File: config.mk
export PLATFORM = sky130hd
export DESIGN_NAME = wsr_front
export DESIGN_NICKNAME = d
export VERILOG_FILES = /design/src/wsr_pkg.sv /design/src/wsr_front.sv
export SDC_FILE = /design/constraint.sdc
export NUM_CORES = 1
export LEC_CHECK = 0
export BUFFER_PORTS_ARGS = -buffer_cell sky130_fd_sc_hd__buf_4
export CAP_MARGIN = 10
export CORE_UTILIZATION = 45
export DETAILED_ROUTE_END_ITERATION = 16
export GPL_ROUTABILITY_DRIVEN = 1
export HOLD_SLACK_MARGIN = 0.03
export PLACE_DENSITY = 0.62
export SYNTH_ARGS = -nofsm -noshare
export SYNTH_HDL_FRONTEND = slang
export SYNTH_SLANG_ARGS = --single-unit
File: constraint.sdc
create_clock -name i_clk -period 24.7 [get_ports i_clk]
set_clock_uncertainty 0.1 [all_clocks]
set_input_delay 2.47 -clock i_clk [delete_from_list [all_inputs] [get_ports i_clk]]
set_output_delay 2.47 -clock i_clk [all_outputs]
set_load 0.005 [all_outputs]
File: src/wsr_pkg.sv
package wsr_pkg;

    localparam logic [2:0] OP_BIND      = 3'd0;
    localparam logic [2:0] OP_CREATE    = 3'd1;
    localparam logic [2:0] OP_DESTROY   = 3'd2;
    localparam logic [2:0] OP_POLL_MSG  = 3'd3;
    localparam logic [2:0] OP_PUSH_EV   = 3'd4;
    localparam logic [2:0] OP_POLL_EV   = 3'd5;
    localparam logic [2:0] OP_TASK_EXIT = 3'd6;
    localparam logic [2:0] OP_RSVD      = 3'd7;

    localparam logic [1:0] PH_EMPTY           = 2'd0;
    localparam logic [1:0] PH_OPEN_PENDING    = 2'd1;
    localparam logic [1:0] PH_LIVE            = 2'd2;
    localparam logic [1:0] PH_DESTROY_PENDING = 2'd3;

    localparam logic [1:0] ST_DONE   = 2'd0;
    localparam logic [1:0] ST_REJECT = 2'd1;
    localparam logic [1:0] ST_NONE   = 2'd2;

    localparam logic [1:0] MSG_NONE   = 2'd0;
    localparam logic [1:0] MSG_OPENED = 2'd1;
    localparam logic [1:0] MSG_CLOSED = 2'd2;

    localparam int MAX_SIDE   = 1024;
    localparam int PAGE_BYTES = 4096;

    typedef struct packed {
        logic [2:0]  operation;
        logic [15:0] caller_pid;
        logic [31:0] wid;
        logic [10:0] width;
        logic [10:0] height;
        logic [31:0] event_word;
        logic        size_ok;
    } t_request;

    typedef struct packed {
        logic [1:0]  status;
        logic [1:0]  msg_op;
        logic [31:0] wid;
        logic [15:0] owner;
        logic [10:0] width;
        logic [10:0] height;
        logic [3:0]  slot;
        logic [31:0] event_word;
    } t_result;

endpackage

File: src/wsr_front.sv
module wsr_front #(
    parameter int MAX_PAGES = 256
) (
    input  logic                i_clk,
    input  logic                i_rst_n,
    input  logic                i_push,
    output logic                o_full,
    input  logic [2:0]          i_operation,
    input  logic [15:0]         i_caller_pid,
    input  logic [31:0]         i_window_id,
    input  logic [15:0]         i_width,
    input  logic [15:0]         i_height,
    input  logic [31:0]         i_event_word,
    output logic                o_valid,
    input  logic                i_take,
    output wsr_pkg::t_request   o_req
);

    localparam logic [35:0] AreaLimit = 36'(MAX_PAGES * (wsr_pkg::PAGE_BYTES / 4));

    localparam logic [1:0] F_IDLE = 2'd0;
    localparam logic [1:0] F_AREA = 2'd1;
    localparam logic [1:0] F_PUT  = 2'd2;

    logic [1:0]        r_stage;
    logic [2:0]        r_op;
    logic [15:0]       r_pid;
    logic [31:0]       r_wid;
    logic [10:0]       r_w;
    logic [10:0]       r_h;
    logic [31:0]       r_ev;
    logic              r_side_ok;
    logic [21:0]       r_area;
    wsr_pkg::t_request r_q [2];
    logic [1:0]        r_qv;
    logic [1:0]        n_qv;
    logic              r_wp;
    logic              r_rp;
    logic              side_ok;
    logic              take;
    logic              put;

    assign side_ok = (i_width != 16'd0) && (i_height != 16'd0)
        && (i_width <= 16'(wsr_pkg::MAX_SIDE)) && (i_height <= 16'(wsr_pkg::MAX_SIDE));
    assign o_full  = (r_stage != F_IDLE);
    assign o_valid = r_qv[r_rp];
    assign o_req   = r_q[r_rp];
    assign take    = i_take && r_qv[r_rp];
    assign put     = (r_stage == F_PUT) && !r_qv[r_wp];

    always_comb begin
        n_qv = r_qv;
        if (take) begin
            n_qv[r_rp] = 1'b0;
        end
        if (put) begin
            n_qv[r_wp] = 1'b1;
        end
    end

    always_ff @(posedge i_clk) begin
        if (!i_rst_n) begin
            r_stage <= F_IDLE;
            r_qv    <= 2'b00;
            r_wp    <= 1'b0;
            r_rp    <= 1'b0;
        end else begin
            r_qv <= n_qv;
            if (take) begin
                r_rp <= ~r_rp;
            end
            unique case (r_stage)
                F_IDLE: begin
                    if (i_push) begin
                        r_op      <= i_operation;
                        r_pid     <= i_caller_pid;
                        r_wid     <= i_window_id;
                        r_w       <= i_width[10:0];
                        r_h       <= i_height[10:0];
                        r_ev      <= i_event_word;
                        r_side_ok <= side_ok;
                        r_stage   <= F_AREA;
                    end
                end
                F_AREA: begin
                    r_area  <= r_w * r_h;
                    r_stage <= F_PUT;
                end
                default: begin
                    if (put) begin
                        r_q[r_wp] <= '{operation: r_op, caller_pid: r_pid, wid: r_wid,
                            width: r_w, height: r_h, event_word: r_ev,
                            size_ok: r_side_ok && ({14'd0, r_area} <= AreaLimit)};
                        r_wp    <= ~r_wp;
                        r_stage <= F_IDLE;
                    end
                end
            endcase
        end
    end

endmodule

### Word-level counts from Yosys, hierarchy flattened

Memory sizes are Yosys's and may differ from the RTL's. A register that Yosys moved wholly into a read port is not among the register bits.
Cells that the tools add are included.

| word-level totals | value |
|---|---|
| bits in registers | 134 |
| bits in writable memories | 212 |
| logic and storage cells | 68 |
| memories kept | 1 |

| cells by class | value |
|---|---|
| $mul | 1 |
| order comparisons | 7 |
| equality and inequality tests | 3 |
| mux-type cells | 19 |
| bitwise operators | 6 |
| reduce and logical (&&, ||, !) cells | 19 |

Memory list:

| name | depth | width | rd ports | clocked after Yosys merged registers in | write ports | RTL line | source |
|---|---|---|---|---|---|---|---|
| r_q | 2 | 106 | 1 | 1 | 1 | wsr_front.sv:34 | `wsr_pkg::t_request r_q [2];` |

Operators with widths:

| kind | count |
|---|---|
| 16-bit by 11-bit <= comparator with 1-bit output, second input constant | 2 |
| 16-bit nonzero test | 2 |
| 22-bit by 19-bit <= comparator with 1-bit output, second input constant | 1 |
| 11-bit by 11-bit multiplier with 22-bit output | 1 |
| 1-bit two-way mux | 12 |
| 1-bit logical AND | 8 |
| 2-bit two-way mux | 4 |
| 2-bit AND reduction | 3 |
| 1-bit by 2-bit less-than comparator with 1-bit output, second input constant | 2 |
| 2-bit case mux with 2 select lines | 1 |
| 1-bit NOT | 3 |
| 3-bit AND reduction | 1 |
| 3-bit nonzero test | 1 |
| 2-bit bitwise AND | 1 |
| 1-bit demux with 1-bit select | 2 |
| 2-bit by 1-bit equality test with 1-bit output, second input constant | 1 |
| 2-bit equality test, second input constant | 1 |
| 1-bit greater-or-equal comparator, second input constant | 2 |
| 2-bit zero test | 1 |
| 2-bit inequality test, second input constant | 1 |
| 2-bit NOT | 1 |
| 2-bit OR | 1 |
| 2-bit nonzero test | 1 |
| 2-bit OR reduction | 1 |
| 1-bit zero test | 1 |

### Longest topological paths before layout

Gate-level depths: netlist of run 1.

| logic depth | value |
|---|---|
| depth after elaboration | 9 |
| gate-level depth with buffers | 19 |
| depth with buffers taken out | 18 |

### Least setup slack after synthesis of run 1

OpenSTA, ideal clock, no wires.

| timing path | value |
|---|---|
| path type | input -> register |
| from | input i_rst_n |
| to | memory r_q[0][0] (netlist bit) (enable) |
| arrival time | 9.815 ns |
| slack | 14.082 ns |
| stages on the path | 2 |
| buffers on the path | 0 |
| cells stage by stage | inv_1 > nor3_1 |

| between the ends | value |
|---|---|
| word-level cells in the longest chain between the ends | 2 |

Ends and longest elaborated chain:

| element | RTL line | source |
|---|---|---|
| from (decl) | wsr_front.sv:5 | `input logic i_rst_n,` |
| 1-bit two-way mux | wsr_front.sv:62 | `if (!i_rst_n) begin` |
| 1-bit two-way mux (implied by the code) | wsr_front.sv:91 | `r_q[r_wp] <= '{operation: r_op, caller_pid: r_pid, wid: r_wid,` |
| to (decl) | wsr_front.sv:34 |  |

No other way between the ends.

### Final worst setup path of run 1

| timing path | value |
|---|---|
| from | register r_h[5] |
| to | register r_area[19], data pin |

| between the ends | value |
|---|---|
| word-level cells in the longest chain between the ends | 1 |

Ends and longest elaborated chain:

| element | RTL line | source |
|---|---|---|
| from (decl) | wsr_front.sv:30 | `logic [10:0] r_h;` |
| from (signal assigned) | wsr_front.sv:79 | `r_h <= i_height[10:0];` |
| 11-bit by 11-bit multiplier with 22-bit output | wsr_front.sv:86 | `r_area <= r_w * r_h;` |
| to (signal assigned) | wsr_front.sv:86 |  |
| to (decl) | wsr_front.sv:33 | `logic [21:0] r_area;` |

No other way between the ends.
A chain may end at the register's enable or synchronous reset.

==> results of run 1 <==
[registers in the layout, summed over array words and instances (netlist names), named ones only]
register,cells
r_wid,32
r_h,11
r_pid,16
r_rp,1
r_ev,32
r_area,22
r_wp,1
r_side_ok,1
r_stage,2
r_op,3
r_w,11
r_qv,2
r_q,212
[path summary, 6_finish.rpt]
kind	startpoint	endpoint	slack (ns)	cells after the start
min reg2reg	r_ev[4]	r_q[1][5]	0.34	0
max reg2reg	r_h[5]	r_area[19]	18.97	15
max	r_h[5]	r_area[19]	18.97	15
min	r_ev[4]	r_q[1][5]	0.34	0
[worst max-delay path, stage by stage (launching register included)]
cell	delay (ns)
edfxtp_1	0.56
and2_1	0.26
fa_1	0.50
fa_1	0.53
fa_1	0.56
fa_1	0.56
inv_1	0.06
fa_1	0.53
inv_1	0.04
ha_1	0.35
and3_2	0.25
a22oi_1	0.12
a21bo_2	0.27
o41a_1	0.36
or4b_1	0.48
nand3_1	0.09
[layout make-up]
| class | instances | area share (%) |
|---|---|---|
| sequential | 347 | 53.7 |
| multi-input combinational | 517 | 26.8 |
| timing repair buffer | 232 | 9.03 |
| clock buffer | 45 | 4.85 |
| tap | 455 | 2.95 |
| inverter | 107 | 2.08 |
| clock inverter | 16 | 0.571 |
[kinds of logic after synthesis]
group                    Yosys count  share of synthesized area (%)
AO/OA/AOI/OAI                     64                           2.67
AND/OR/NAND/NOR                  186                           6.18
buffers and inverters            141                           3.30
XOR/XNOR                          18                          0.983
adder cells (fa/ha/maj)          140                           14.7
flip-flops                       347                           64.6
multiplexers                     109                           7.64
[layout by cell type (no fill, tap or decap), drive strengths merged, types with 3 or more instances in the layout]
cell      n
ha       60
xnor2    16
nor3      4
and3      3
clkinv   14
a21o      3
nand3    10
inv     108
buf     232
dfxtp     7
edfxtp  340
nor4      9
a21oi    17
clkbuf   45
nand2    56
o21a      6
fa       80
nor2     18
o21ai    13
a211oi    4
mux2    107
and2     73
a31o      3
[per-layer routing]
metal | vias to the layer above | share of wire, % | global-route usage [%]
li1 | 4055 | - | -
met1 | 4343 | 43 | 24.1
met2 | 211 | 49 | 29.1
met3 | 42 | 5.6 | 3.37
met4 | 2 | 1.9 | 5.11
met5 | - | 0.041 | 0
[where the power goes]
group / internal [mW] / total [mW] / switching [mW]
Clock: 0.278 / 0.486 / 0.208
Combinational: 0.189 / 0.426 / 0.237
Sequential: 0.689 / 0.702 / 0.0130
[per-stage QoR]
stage | hold slack [ns] | worst slack [ns] | power, mW | util (%)
finish | 0.338 | 18.97 | 1.61 | 55.4
global route | 0.347 | 18.70 | 1.71 | 55.4
CTS | 0.339 | 18.94 | 1.64 | 55.4
detailed placement | 0.330 | 18.95 | 1.15 | 52.4
global placement | 0.321 | 19.02 | 1.14 | 52.4
floorplan | 0.321 | 14.08 | 1.03 | -
==> impl_metrics.toml, run 1 <==
[grt]
antenna_found_initial = 2
overflow = 0
grt_pass1_vias = 8710
grt_usage_pct = 17.8
grt_pass1_wl_um = 49100
grt_max_degree = 74

[drt]
drt_drc_violations_left = 0
wirelength_um = 31800
drt_iter0_markers = 538
ant_nets = 0
drt-vias-per-instance = 5.03
wire_per_inst_um = 18.5
drtPass1Iterations = 6
vias = 8653

[final_layout]
syn2layout_area_growth_pct = 20.3
diodes = 0
seqCellArea_sq_um = 10400
multi_input_area_sq_um = 5170
drive_above_1_share_pct = 22.9
nets = 1499
n_fill_cell = 2812
instances_no_fill = 1719
fin_area_sq_um = 19300

[min_path]
hp-class = "flop to flop"

[setup_path]
cp.arrival_ns = 6.02
critical_path.startpoint_type = "flop"
critPathKind = "flop to flop"
required_ns = 24.99
crit_path_end_kind = "flop"
critPathMaxFanout = 13

[synth]
synth_ff_type = "edfxtp_1"
yosysMostFrequentCell = "edfxtp_1"
synth_commonest_cells = "edfxtp_1 (340), inv_1 (106), mux2_1 (106)"
async_reset_ff_share_pct = 0
synth.avg_cell_area_sq_um = 16.0
synth_edf_count = 340
yosys.area.top_type = "edfxtp_1"
netlist_instances = 1005
synth_top_area_share_pct = 63.7
synth_seq_area_share_pct = 64.6
netlist_area_sq_um = 16000
yosys_warnings = 0
synth_area_leaders = "edfxtp_1 (64%), fa_1 (10%), mux2_1 (7.4%)"
syn_nets = 1264
ys_ff_latch = 347
yosysUniqueCellTypes = 56

[power]
leakagePower_nw = 7.49
peakVddDrop_uv = 113
pwr_density_cell_nw_per_um2 = 83.7

[floorplanning]
core_region_area_sq_um = 34800
die-area_sq_um = 36400
die_w_um = 191
rows = 68
die_h_um = 191
ioPinCount = 227
start_util_pct = 46.1

[sta]
setup_viol = 0
min_period_over_period_pct = 23.2
fin_crit_ns = 5.73
slew_headroom_pct = 25.1
timing.fmax_ghz = 0.174
tns_ns = 0
rsz0062_at_grt = "false"
report.final.slew_viol_count = 0
hold_viol_final = 0
worst_slew_pin_slew_ns = 1.12

[cts]
post_cts_buffers = 0
cts_root_buffer = "clkbuf_16"
path_clk_slew_ns = 0.07
cts_hold_repair.buffers = 0
clkSinkCount = 347
cts_buffers = 35
clock_path_buffers = 3
clock_latency_ns = 0.52
cts_max_level = 2
cts_tree = "built"
cts_resized = 0

[placed_design]
hpwl_um = 22400
dpl_cell_area_sq_um = 18200
dp.cells = 1658
io_buffers = 226
gp_congestion = 0.801

[flow_run]
maxCapViolations = 0

[status]
status = "complete, no violations"
(Power assumes the default switching activity.)
==> run 2: changes to the inputs <==
PLACE_DENSITY = 0.65   (was 0.62)
clock period = 4.8 ns   (was 24.7 ns; I/O delays follow)
==> run 2 against run 1 <==
  * The run now ends with negative setup slack left
  * Final area up 9.3%
  * Clock-buffer cell count fell by 6
  * First-iteration DRC count down 21%
  * Critical path depth rose by 2
  * Wire length rose by 6.6%
  * Worst hold slack worse by 0.29 ns
  * Largest cell class unchanged
  * Register-to-register slack got worse by 19 ns
==> impl_metrics.toml, run 2 (same netlist as run 1, synthesis figures left out) <==
[cts]
cts_root_buffer = "clkbuf_16"
clkSinkCount = 347
clock_path_buffers = 3
clock_latency_ns = 0.52
cts_buffers = 35
path_clk_slew_ns = 0.06
cts_max_level = 2
cts_tree = "built"

[drt]
drt-vias-per-instance = 4.92
drt_drc_violations_left = 0
ant_nets = 0
drt_iter0_markers = 424
drtPass1Iterations = 4
vias = 9228
wire_per_inst_um = 18.1
wirelength_um = 33900

[floorplanning]
die-area_sq_um = 36400
die_h_um = 191
start_util_pct = 46.1
core_region_area_sq_um = 34800
rows = 68
ioPinCount = 227
die_w_um = 191

[setup_path]
critical_path.startpoint_type = "flop"
cp.arrival_ns = 5.44
timing.rr.start = "r_h[2]"
critPathLaunch = "r_h[2]"
required_ns = 5.07
critPathKind = "flop to flop"
critPathMaxFanout = 3
rr_worst_depth = 17
crit_path_end_kind = "flop"
timing.rr.end = "r_area[19]"
regToRegSetupSlack_ns = -0.37

[min_path]
hp-class = "input pin to flop"
hold_start = "i_caller_pid[11]"
whs_endpoint = "r_pid[11]"
min_path_cells = 1

[final_layout]
syn2layout_area_growth_pct = 31.4
fin_util_pct = 60.6
layout_common_cells = "edfxtp_1 (340), buf_4 (313), mux2_1 (106)"
seqCellArea_sq_um = 10400
multi_input_area_sq_um = 5470
instances_no_fill = 1875
top_register = "r_q"
largest_reg_flops = 212
drive_above_1_share_pct = 30.8
final_common_cell = "edfxtp_1"
n_fill_cell = 2655
nets = 1650
top_regs = "r_q (212), r_ev (32), r_wid (32)"

[sta]
setup_ws_ns = -0.367
rsz0062_at_grt = "true"
timing.fmax_ghz = 0.194
fin_crit_ns = 5.17
setup_viol = 10
min_period_over_period_pct = 108
worst_slew_pin_slew_ns = 1.04
hold_viol_final = 0
slew_headroom_pct = 30.6
report.final.slew_viol_count = 0

[grt]
grt_pass1_vias = 9412
grt_max_degree = 108
antenna_found_initial = 3
grt_pass1_wl_um = 51600
grt_usage_pct = 18.5
overflow = 0

[power]
leakagePower_nw = 8.30
pwr_density_cell_nw_per_um2 = 459
peakVddDrop_uv = 355

[placed_design]
io_buffers = 226
dp.cells = 1727
hpwl_um = 23600
gp_congestion = 0.837

[status]
violations = "negative setup slack"
status = "finished with violations"

[flow_run]
maxCapViolations = 0
-- run 2: cell types whose count changed in the layout (fill, tap and decap cells not counted), sizes merged --
cell	before	now
buf	232	325
clkbuf	45	39
clkinv	14	16
clkinvlp	0	1
diode	0	4
inv	108	107
bufinv	1	6
dlygate4sd3	0	58
-- run 2: routing by layer --
metal	global-route usage, %	wire [um]	vias up
met1	24.6	14400	4620
li1	-	-	4350
met2	30.8	16800	223
met4	4.80	552	0
met5	0	0	-
met3	3.79	2140	35
-- run 2: worst max-delay path, cell delays in order, from the launching register on --
cell      delay, ns
edfxtp_1       0.41
buf_6          0.14
nand2_2        0.05
fa_2           0.58
inv_2          0.04
fa_2           0.52
inv_2          0.04
fa_1           0.55
fa_1           0.43
fa_1           0.51
inv_2          0.05
ha_4           0.21
and3_4         0.18
a22oi_1        0.11
a21bo_2        0.25
o41a_1         0.32
or4b_1         0.46
nand3_1        0.08
-- run 2: power breakdown --
group          total [mW]  leakage, nW  switching [mW]  internal (mW)
clock                2.76        0.571            1.09           1.67
combinational        3.31         4.57            1.63           1.68
sequential           3.60         3.16          0.0554           3.55
total                9.67         8.30            2.78           6.89
-- run 2: final cells by class --
cell class,count,area share [%]
flip-flops and latches,347,49.1
clock buffers,39,4.23
well taps,455,2.70
repair buffers,383,14.7
multi-input cells,517,25.9
diodes,4,0.0475
inverters,107,1.91
clock inverters,23,1.33
-- run 2: timing repair --
action,4_1_cts,5_1_grt
resized for setup,32,17
cloned,0,0
pin swaps,28,13
hold endpoints to repair,35,23
hold buffers,35,23
setup endpoints to repair,11,12
buffers inserted,19,5
-- run 2: how the worst max path moves through the flow --
| stage | endpoint | cells after the start |
|---|---|---|
| after detailed placement | r_area[19] | 16 |
| after global routing | r_area[19] | 17 |
| after floorplan | r_area[19] | 16 |
| after global placement | r_area[19] | 15 |
| after CTS | r_area[19] | 18 |
| final | r_area[19] | 17 |
-- run 2: metrics by stage --
stage	total power [mW]	setup slack (ns)	hold slack, ns	setup TNS, ns	cell area, sq um
after floorplan	5.48	-0.361	0.321	-0.425	16300
after global routing	10.2	-0.541	0.0300	-3.70	21100
after CTS	9.62	-0.373	0.0301	-2.08	20700
after detailed placement	6.52	-0.539	0.330	-2.80	18900
final	9.67	-0.367	0.0461	-2.15	21100
after global placement	6.48	-0.462	0.322	-2.36	18900
